$ cat src/rtl/asb_pkg.sv
// affine sprite blitter: shared types, function codes and size constants
// used by asb_csr and affine_sprite_blitter_unit; depends on nothing
`timescale 1ns / 1ps

package asb_pkg;

   // largest sprite the texel store holds
   localparam int MAX_SPRITE_WIDTH  = 64;
   localparam int MAX_SPRITE_HEIGHT = 64;

   localparam int COL_BITS  = (MAX_SPRITE_WIDTH > 1) ? $clog2(MAX_SPRITE_WIDTH) : 1;
   localparam int ROW_BITS  = (MAX_SPRITE_HEIGHT > 1) ? $clog2(MAX_SPRITE_HEIGHT) : 1;
   localparam int ADDR_BITS = COL_BITS + ROW_BITS;
   localparam int STORE_DEPTH = 1 << ADDR_BITS;

   // fixed field widths
   localparam int COORD_W = 32;
   localparam int COLOR_W = 16;
   localparam int SIZE_W  = 7;
   localparam int FRAC_W  = 16;
   localparam int CSR_ADDR_W = 5;
   localparam int CSR_DATA_W = 32;

   typedef enum logic [1:0] {
      FUNC_LOAD     = 2'd0,
      FUNC_START    = 2'd1,
      FUNC_PIXEL    = 2'd2,
      FUNC_NEXT_ROW = 2'd3
   } func_type;

   typedef enum logic [2:0] {
      REG_COL_STEP_X    = 3'd0,
      REG_COL_STEP_Y    = 3'd1,
      REG_ROW_STEP_X    = 3'd2,
      REG_ROW_STEP_Y    = 3'd3,
      REG_SPRITE_WIDTH  = 3'd4,
      REG_SPRITE_HEIGHT = 3'd5,
      REG_ALPHA_TEST_ON = 3'd6
   } reg_index_type;

   typedef struct packed {
      logic signed [COORD_W-1:0] col_step_x;
      logic signed [COORD_W-1:0] col_step_y;
      logic signed [COORD_W-1:0] row_step_x;
      logic signed [COORD_W-1:0] row_step_y;
      logic [SIZE_W-1:0]         sprite_width;
      logic [SIZE_W-1:0]         sprite_height;
      logic                      alpha_test_on;
   } cfg_type;

endpackage

$ cat src/rtl/asb_csr.sv
// affine sprite blitter: configuration registers behind an apb-style port
// depends on asb_pkg
`timescale 1ns / 1ps

module asb_csr (
   input  logic                             clock,
   input  logic                             reset,
   input  logic                             psel,
   input  logic                             penable,
   input  logic                             pwrite,
   input  logic [asb_pkg::CSR_ADDR_W-1:0]   paddr,
   input  logic [asb_pkg::CSR_DATA_W-1:0]   pwdata,
   output logic [asb_pkg::CSR_DATA_W-1:0]   prdata,
   output logic                             pready,
   output asb_pkg::cfg_type                 cfg
);

   asb_pkg::cfg_type      cfg_ff;
   asb_pkg::cfg_type      cfg_in;
   asb_pkg::reg_index_type reg_sel;
   logic                  wr_en;

   assign reg_sel = asb_pkg::reg_index_type'(paddr[asb_pkg::CSR_ADDR_W-1:2]);
   assign wr_en   = psel && penable && pwrite;
   assign pready  = 1'b1;
   assign cfg     = cfg_ff;

   always_comb begin
      cfg_in = cfg_ff;
      if (wr_en) begin
         case (reg_sel)
            asb_pkg::REG_COL_STEP_X:    cfg_in.col_step_x    = pwdata;
            asb_pkg::REG_COL_STEP_Y:    cfg_in.col_step_y    = pwdata;
            asb_pkg::REG_ROW_STEP_X:    cfg_in.row_step_x    = pwdata;
            asb_pkg::REG_ROW_STEP_Y:    cfg_in.row_step_y    = pwdata;
            asb_pkg::REG_SPRITE_WIDTH:  cfg_in.sprite_width  = pwdata[asb_pkg::SIZE_W-1:0];
            asb_pkg::REG_SPRITE_HEIGHT: cfg_in.sprite_height = pwdata[asb_pkg::SIZE_W-1:0];
            asb_pkg::REG_ALPHA_TEST_ON: cfg_in.alpha_test_on = pwdata[0];
            default: ;
         endcase
      end
   end

   always_ff @(posedge clock) begin
      if (reset) begin
         cfg_ff.col_step_x    <= 32'sd65536;
         cfg_ff.col_step_y    <= 32'sd0;
         cfg_ff.row_step_x    <= 32'sd0;
         cfg_ff.row_step_y    <= 32'sd65536;
         cfg_ff.sprite_width  <= asb_pkg::SIZE_W'(64);
         cfg_ff.sprite_height <= asb_pkg::SIZE_W'(64);
         cfg_ff.alpha_test_on <= 1'b1;
      end else begin
         cfg_ff <= cfg_in;
      end
   end

   always_comb begin
      case (reg_sel)
         asb_pkg::REG_COL_STEP_X:    prdata = cfg_ff.col_step_x;
         asb_pkg::REG_COL_STEP_Y:    prdata = cfg_ff.col_step_y;
         asb_pkg::REG_ROW_STEP_X:    prdata = cfg_ff.row_step_x;
         asb_pkg::REG_ROW_STEP_Y:    prdata = cfg_ff.row_step_y;
         asb_pkg::REG_SPRITE_WIDTH:  prdata = asb_pkg::CSR_DATA_W'(cfg_ff.sprite_width);
         asb_pkg::REG_SPRITE_HEIGHT: prdata = asb_pkg::CSR_DATA_W'(cfg_ff.sprite_height);
         asb_pkg::REG_ALPHA_TEST_ON: prdata = asb_pkg::CSR_DATA_W'(cfg_ff.alpha_test_on);
         default:                    prdata = '0;
      endcase
   end

endmodule

$ cat config.mk
export PLATFORM = sky130hd
export DESIGN_NAME = asb_csr
export DESIGN_NICKNAME = d
export VERILOG_FILES = /design/src/rtl/asb_pkg.sv /design/src/rtl/asb_csr.sv
export SDC_FILE = /design/constraint.sdc
export NUM_CORES = 1
export LEC_CHECK = 0
export BUFFER_PORTS_ARGS = -buffer_cell sky130_fd_sc_hd__buf_4
export CORE_ASPECT_RATIO = 1.1
export CORE_MARGIN = 5
export CORE_UTILIZATION = 41
export DETAILED_ROUTE_END_ITERATION = 10
export PLACE_DENSITY = 0.67
export SYNTH_ARGS = -nofsm -noshare
export SYNTH_HDL_FRONTEND = slang
export SYNTH_SLANG_ARGS = --single-unit
$ cat constraint.sdc
create_clock -name clock -period 2.86 [get_ports clock]
set_input_delay 0.143 -clock clock [delete_from_list [all_inputs] [get_ports clock]]
set_output_delay 0.143 -clock clock [all_outputs]
set_load 0.02 [all_outputs]
# After elaboration in Yosys (flattened, before gate mapping)
# Index checks and enable logic that the tools add are counted.
# Widths: inputs -> output; s select.
dict set report totals {
  ff_bits 143
  output_inout_bits 176
  elab_cells 24
}
dict set report classes {
  eq_ne 6
  n_mux 1
  reduce_logical 10
}
# cell n
set op_table {}
lappend op_table {{$pmux 32 s7} 1}
lappend op_table {{$reduce_and 2->1} 7}
lappend op_table {{$eq 3x3->1 const B} 3}
lappend op_table {{$eq 3x2->1 const B} 2}
lappend op_table {{$eq 3x1->1 const B} 1}
lappend op_table {{$logic_not 3->1} 1}
lappend op_table {{$logic_and 1x1->1} 2}

# Depth between registers and ports, before layout
dict set report logic_depth {
  word_depth 3
  depth_mapped 6
  mapped_depth_nobuf 3
}

# Least setup slack after synthesis
# Ideal clock, no wire load.
dict set report synth_path {
  path_type {input-to-output}
  from {input paddr[2] in the netlist's numbering}
  to {output prdata[0] in the netlist's numbering}
  arrival_ns 1.428
  t_required_ns 2.717
  path_slack_ns 1.289
  cell_stages 4
  path_buffers 2
  cell_sequence {clkbuf_1 > buf_2 > mux4_2 > mux2_2}
}
dict set report synth_between {
  elab_chain_cells 2
  elab_cells_between_ends 8
}
# element line
set synth_rtl {}
lappend synth_rtl {{start: declaration} asb_csr.sv:11} ;# input logic [asb_pkg::CSR_ADDR_W-1:0] paddr,
lappend synth_rtl {{$eq 3x3->1, or another cell as far along} asb_csr.sv:59} ;# case (reg_sel)
lappend synth_rtl {{$pmux 32 s7 (*)} asb_csr.sv:59}
lappend synth_rtl {{end: declaration} asb_csr.sv:13} ;# output logic [asb_pkg::CSR_DATA_W-1:0] prdata,
# Mark *: on every way between the ends. The rest lies on a longest branch, timed or not.

# Worst setup path after layout
dict set report layout_path {
  from {input paddr[3] in the netlist's numbering}
  to {output prdata[16] in the netlist's numbering}
}
# Same word-level chain as after synthesis.

==> impl_table.tex <==
\begin{tabular}{lr}
\hline
Metric & Value \\
\hline
\multicolumn{2}{l}{\textbf{Placed design}} \\
\quad Placer Congestion & 0.799 \\
\quad Placed cell area & 8550 um\^{}2 \\
\quad HPWL Detailed & 14600 um \\
\quad Port-buffer cells & 214 \\
\multicolumn{2}{l}{\textbf{Die}} \\
\quad Die Height & 145 um \\
\quad Die area & 19400 um\^{}2 \\
\quad Die outline width & 133 um \\
\quad Ports placed on the boundary & 218 \\
\quad Core ar. & 16400 um\^{}2 \\
\quad Total number of placement rows & 49 \\
\quad Initial standard-cell utilization of the core & 41.8\% \\
\multicolumn{2}{l}{\textbf{STA}} \\
\quad Setup-violating endpoint count in the final report & 0 \\
\quad Setup repair after global routing missed its margin & no \\
\quad Least-Margin Pin Slew & 1.14 ns \\
\quad Clock tree skew after final layout & 0 ns \\
\quad Tcrit/Tclk final & 68.8\% \\
\quad Max-slew violation count & 0 \\
\quad Fin. Hold Viols & 0 \\
\quad Highest clock frequency the design can meet & 0.509 GHz \\
\quad Relative slew margins & 23.5\% \\
\quad Minimum clock period after layout & 1.97 ns \\
\quad Final setup TNS & 0 ns \\
\multicolumn{2}{l}{\textbf{Global routing}} \\
\quad Via count of the first global-routing pass & 6144 \\
\quad Global-route wire length before repair & 33700 um \\
\quad Pin count of the biggest net entering global routing & 102 \\
\quad Total routing resource utilization after global routing & 21.7\% \\
\quad Antenna violations before repair & 0 \\
\quad Global-route congestion overflow total & 0 \\
\multicolumn{2}{l}{\textbf{Route}} \\
\quad Mean routed wirelength per cell & 19.1 um \\
\quad DRC Markers & 0 \\
\quad DR vias & 5840 \\
\quad Antenna-violating nets left & 0 \\
\quad Post-detailed-route via-to-cell ratio & 5.29 \\
\quad Detailed router's first-iteration violation count & 322 \\
\quad Initial DRT Pass Iterations & 4 \\
\quad Total detailed-routing wirelength & 21100 um \\
\multicolumn{2}{l}{\textbf{Synthesis}} \\
\quad Synthesis-stage register bit count & 143 \\
\quad Yosys top cell by area & sky130\_fd\_sc\_hd\_\_dfxtp\_1 \\
\quad Number of synthesized flops with an enable pin & 0 \\
\quad Biggest area contributors in the synthesized netlist & sky130\_fd\_sc\_hd\_\_dfxtp\_1, sky130\_fd\_sc\_hd\_\_mux2i\_1, sky130\_fd\_sc\_hd\_\_nand2b\_1 \\
\quad Top-area cell type share of the netlist area & 41.8\% \\
\quad Synthesis Warnings & 0 \\
\quad Dominant register cell in the synthesized netlist & sky130\_fd\_sc\_hd\_\_dfxtp\_1 \\
\quad Proportion of synthesized chip area in sequential cells & 41.8\% \\
\quad Post-synthesis area per instance & 10.3 um\^{}2 \\
\quad Netlist cell types & 32 \\
\quad Mapped Area & 6840 um\^{}2 \\
\quad Async SR Flop Fraction & 0\% \\
\quad Number of standard cells after synthesis & 666 \\
\quad Post-synthesis net count & 708 \\
\multicolumn{2}{l}{\textbf{Setup path}} \\
\quad Crit Reg-Reg Startpoint & cfg[4] \\
\quad Cell type with the highest occurrence count on the critical path & sky130\_fd\_sc\_hd\_\_buf\_4 \\
\quad Depth of the worst register-to-register path & 3 \\
\quad Signal arrival time at the worst endpoint & 1.82 ns \\
\quad Cell chain of the critical path & buf\_4 -> buf\_4 -> mux4\_2 -> nor2b\_1 -> buf\_4 \\
\quad CP max stage cell & sky130\_fd\_sc\_hd\_\_mux4\_2 \\
\quad Setup CP Type & in -> out \\
\quad R2R Path End & cfg[4] \\
\quad Capturing element type of the critical path & primary output \\
\quad Critical path buffers and inverters & 3 \\
\quad Critical Path Fanout Max & 26 \\
\quad Minimum setup slack among reg-to-reg paths & 2.07 ns \\
\quad Critical Path Max Stage Delay & 0.53 ns \\
\quad Cell family contributing the most delay on the critical path & buffers and inverters \\
\quad Critical path data required time & 2.72 ns \\
\quad Setup crit start kind & input port \\
\multicolumn{2}{l}{\textbf{Clock tree}} \\
\quad Maximum count of clock buffers along a single path & 2 \\
\quad Clock H-tree levels & 4 \\
\quad Clock tree from TritonCTS & done \\
\quad Root buffer selected by CTS & sky130\_fd\_sc\_hd\_\_clkbuf\_16 \\
\quad Total number of clock tree sinks & 143 \\
\quad Count of instances resized after the clock tree is built & 0 \\
\quad Clock latency of the later-clocked register in the worst-skew pair & 0.41 ns \\
\quad Register clock-pin slew on the reported worst setup and hold paths & 0.06 ns \\
\quad Number of CTS-inserted buffers & 17 \\
\multicolumn{2}{l}{\textbf{Hold path}} \\
\quad Number of cells traversed by the worst hold path & 3 \\
\quad Worst-case hold path end point & cfg[104] \\
\quad Worst hold-check path type & in -> reg \\
\quad Hold path startpoint & pwdata[25] \\
\multicolumn{2}{l}{\textbf{Final layout}} \\
\quad Most common cell after layout, fill and taps aside & sky130\_fd\_sc\_hd\_\_buf\_4 \\
\quad Commonest non-fill, non-tap cells in the layout & sky130\_fd\_sc\_hd\_\_buf\_4, sky130\_fd\_sc\_hd\_\_dfxtp\_1, sky130\_fd\_sc\_hd\_\_nand2b\_1 \\
\quad Layout Nets & 929 \\
\quad Sequential cell area & 2860 um\^{}2 \\
\quad Proportion of layout cells with a drive suffix above 1 & 33.0\% \\
\quad Area of the multi-input gates & 3670 um\^{}2 \\
\quad Flip-flop count of the largest register after layout & 143 \\
\quad Inserted Diodes & 0 \\
\quad Count of fill cells added during filler insertion & 1445 \\
\quad Final Instance Area & 9360 um\^{}2 \\
\quad Area overhead of the layout relative to synthesis & 36.8\% \\
\multicolumn{2}{l}{\textbf{Power}} \\
\quad Power spent charging and discharging nets & 1.02 mW \\
\quad Combinational Power Share & 9.1\% \\
\quad Proportion of power drawn by flip-flops and latches & 46.7\% \\
\quad Internal portion of total power & 3.30 mW \\
\quad Cell area power density & 462 nW/um\^{}2 \\
\quad Reported leakage power & 4.37 nW \\
\quad Share of total power in the clock network & 44.2\% \\
\quad Peak supply drop & 315 uV \\
\quad Total power after layout & 4.32 mW \\
\quad Switching Fraction & 23.6\% \\
\multicolumn{2}{l}{\textbf{Outcome}} \\
\quad Status & complete, no violations \\
\multicolumn{2}{l}{\textbf{Job}} \\
\quad Max-cap viol count & 0 \\
\hline
\end{tabular}
-- power groups by stage --
stage | combinational, mW | sequential (mW) | clock [mW]
floorplan | 0.201 | 2.08 | 0
global placement | 0.355 | 2.06 | 0
detailed placement | 0.362 | 2.06 | 0
CTS | 0.397 | 2.02 | 1.95
global route | 0.426 | 2.02 | 2.05
finish | 0.394 | 2.02 | 1.91
-- per-stage QoR --
step	instances	hold slack [ns]	util, %	setup WS [ns]
2_1_floorplan	666	0.291	-	1.29
3_3_place_gp	1041	0.417	52.2	0.575
3_5_place_dp	1041	0.423	52.2	0.538
4_1_cts	1103	0.0168	57.2	0.859
5_1_grt	1103	0.0232	57.2	0.791
6_report	1103	0.0379	57.2	0.894
-- final cells by class --
cell class                 count  area share [%]
timing repair buffer         264            22.1
inverter                       1          0.0401
multi-input combinational    460            39.2
clock buffer                  23            4.89
clock inverter                 8           0.454
sequential                   143            30.6
tap                          204            2.73
-- synthesized netlist by cell type (2+ instances only) --
cell type	number
sky130_fd_sc_hd__mux4_2	26
sky130_fd_sc_hd__or3_1	6
sky130_fd_sc_hd__buf_2	11
sky130_fd_sc_hd__a221oi_1	2
sky130_fd_sc_hd__clkbuf_1	38
sky130_fd_sc_hd__nor2_1	8
sky130_fd_sc_hd__dfxtp_1	143
sky130_fd_sc_hd__buf_4	4
sky130_fd_sc_hd__o221ai_1	3
sky130_fd_sc_hd__buf_6	7
sky130_fd_sc_hd__o21ai_0	46
sky130_fd_sc_hd__mux2_2	5
sky130_fd_sc_hd__nor2b_1	33
sky130_fd_sc_hd__nand3_1	32
sky130_fd_sc_hd__nand2b_1	134
sky130_fd_sc_hd__a22oi_1	2
sky130_fd_sc_hd__a21oi_1	34
sky130_fd_sc_hd__mux2i_1	118
-- logic make-up (layout without fill, tap and decap cells) --
kind of cell           after synthesis  after routing  share of synthesized area, %
multiplexers                       149            149                          26.6
flip-flops                         143            143                          41.8
other                                1              1                        0.0548
AND/OR/NAND/NOR                    222            222                          19.8
AO/OA/AOI/OAI                       88             88                          6.86
buffers and inverters               63            296                          4.81
-- worst min-delay path, cell delays in order --
cell and delay (ns):
sky130_fd_sc_hd__buf_4 0.12, sky130_fd_sc_hd__nand3_1 0.07, sky130_fd_sc_hd__a21oi_1 0.07
-- how the worst max path moves through the flow --
stage                        start          to  cells after the start
after global routing      paddr[3]  prdata[16]                      5
after detailed placement  paddr[4]    cfg[121]                      4
after global placement    paddr[4]    cfg[113]                      4
after floorplan           paddr[2]   prdata[0]                      4
after CTS                 paddr[3]  prdata[16]                      5
final                     paddr[3]  prdata[16]                      5
-- repair_timing --
item / CTS / global route
hold endpoints to repair: 35 / 0
hold buffers: 31 / 0
endpoints found under the setup margin: 0 / 0
buffers inserted: 0 / 0
-- routing by layer --
metal  vias to the layer above  wire, um  track usage [%]
met2                       206     10400             36.7
li1                       2767         -                -
met1                      2829      8690             26.5
met5                         -         0                0
met4                         0       477             7.51
met3                        38      1580             6.26
No activity file was read; power rests on OpenSTA's default activity.
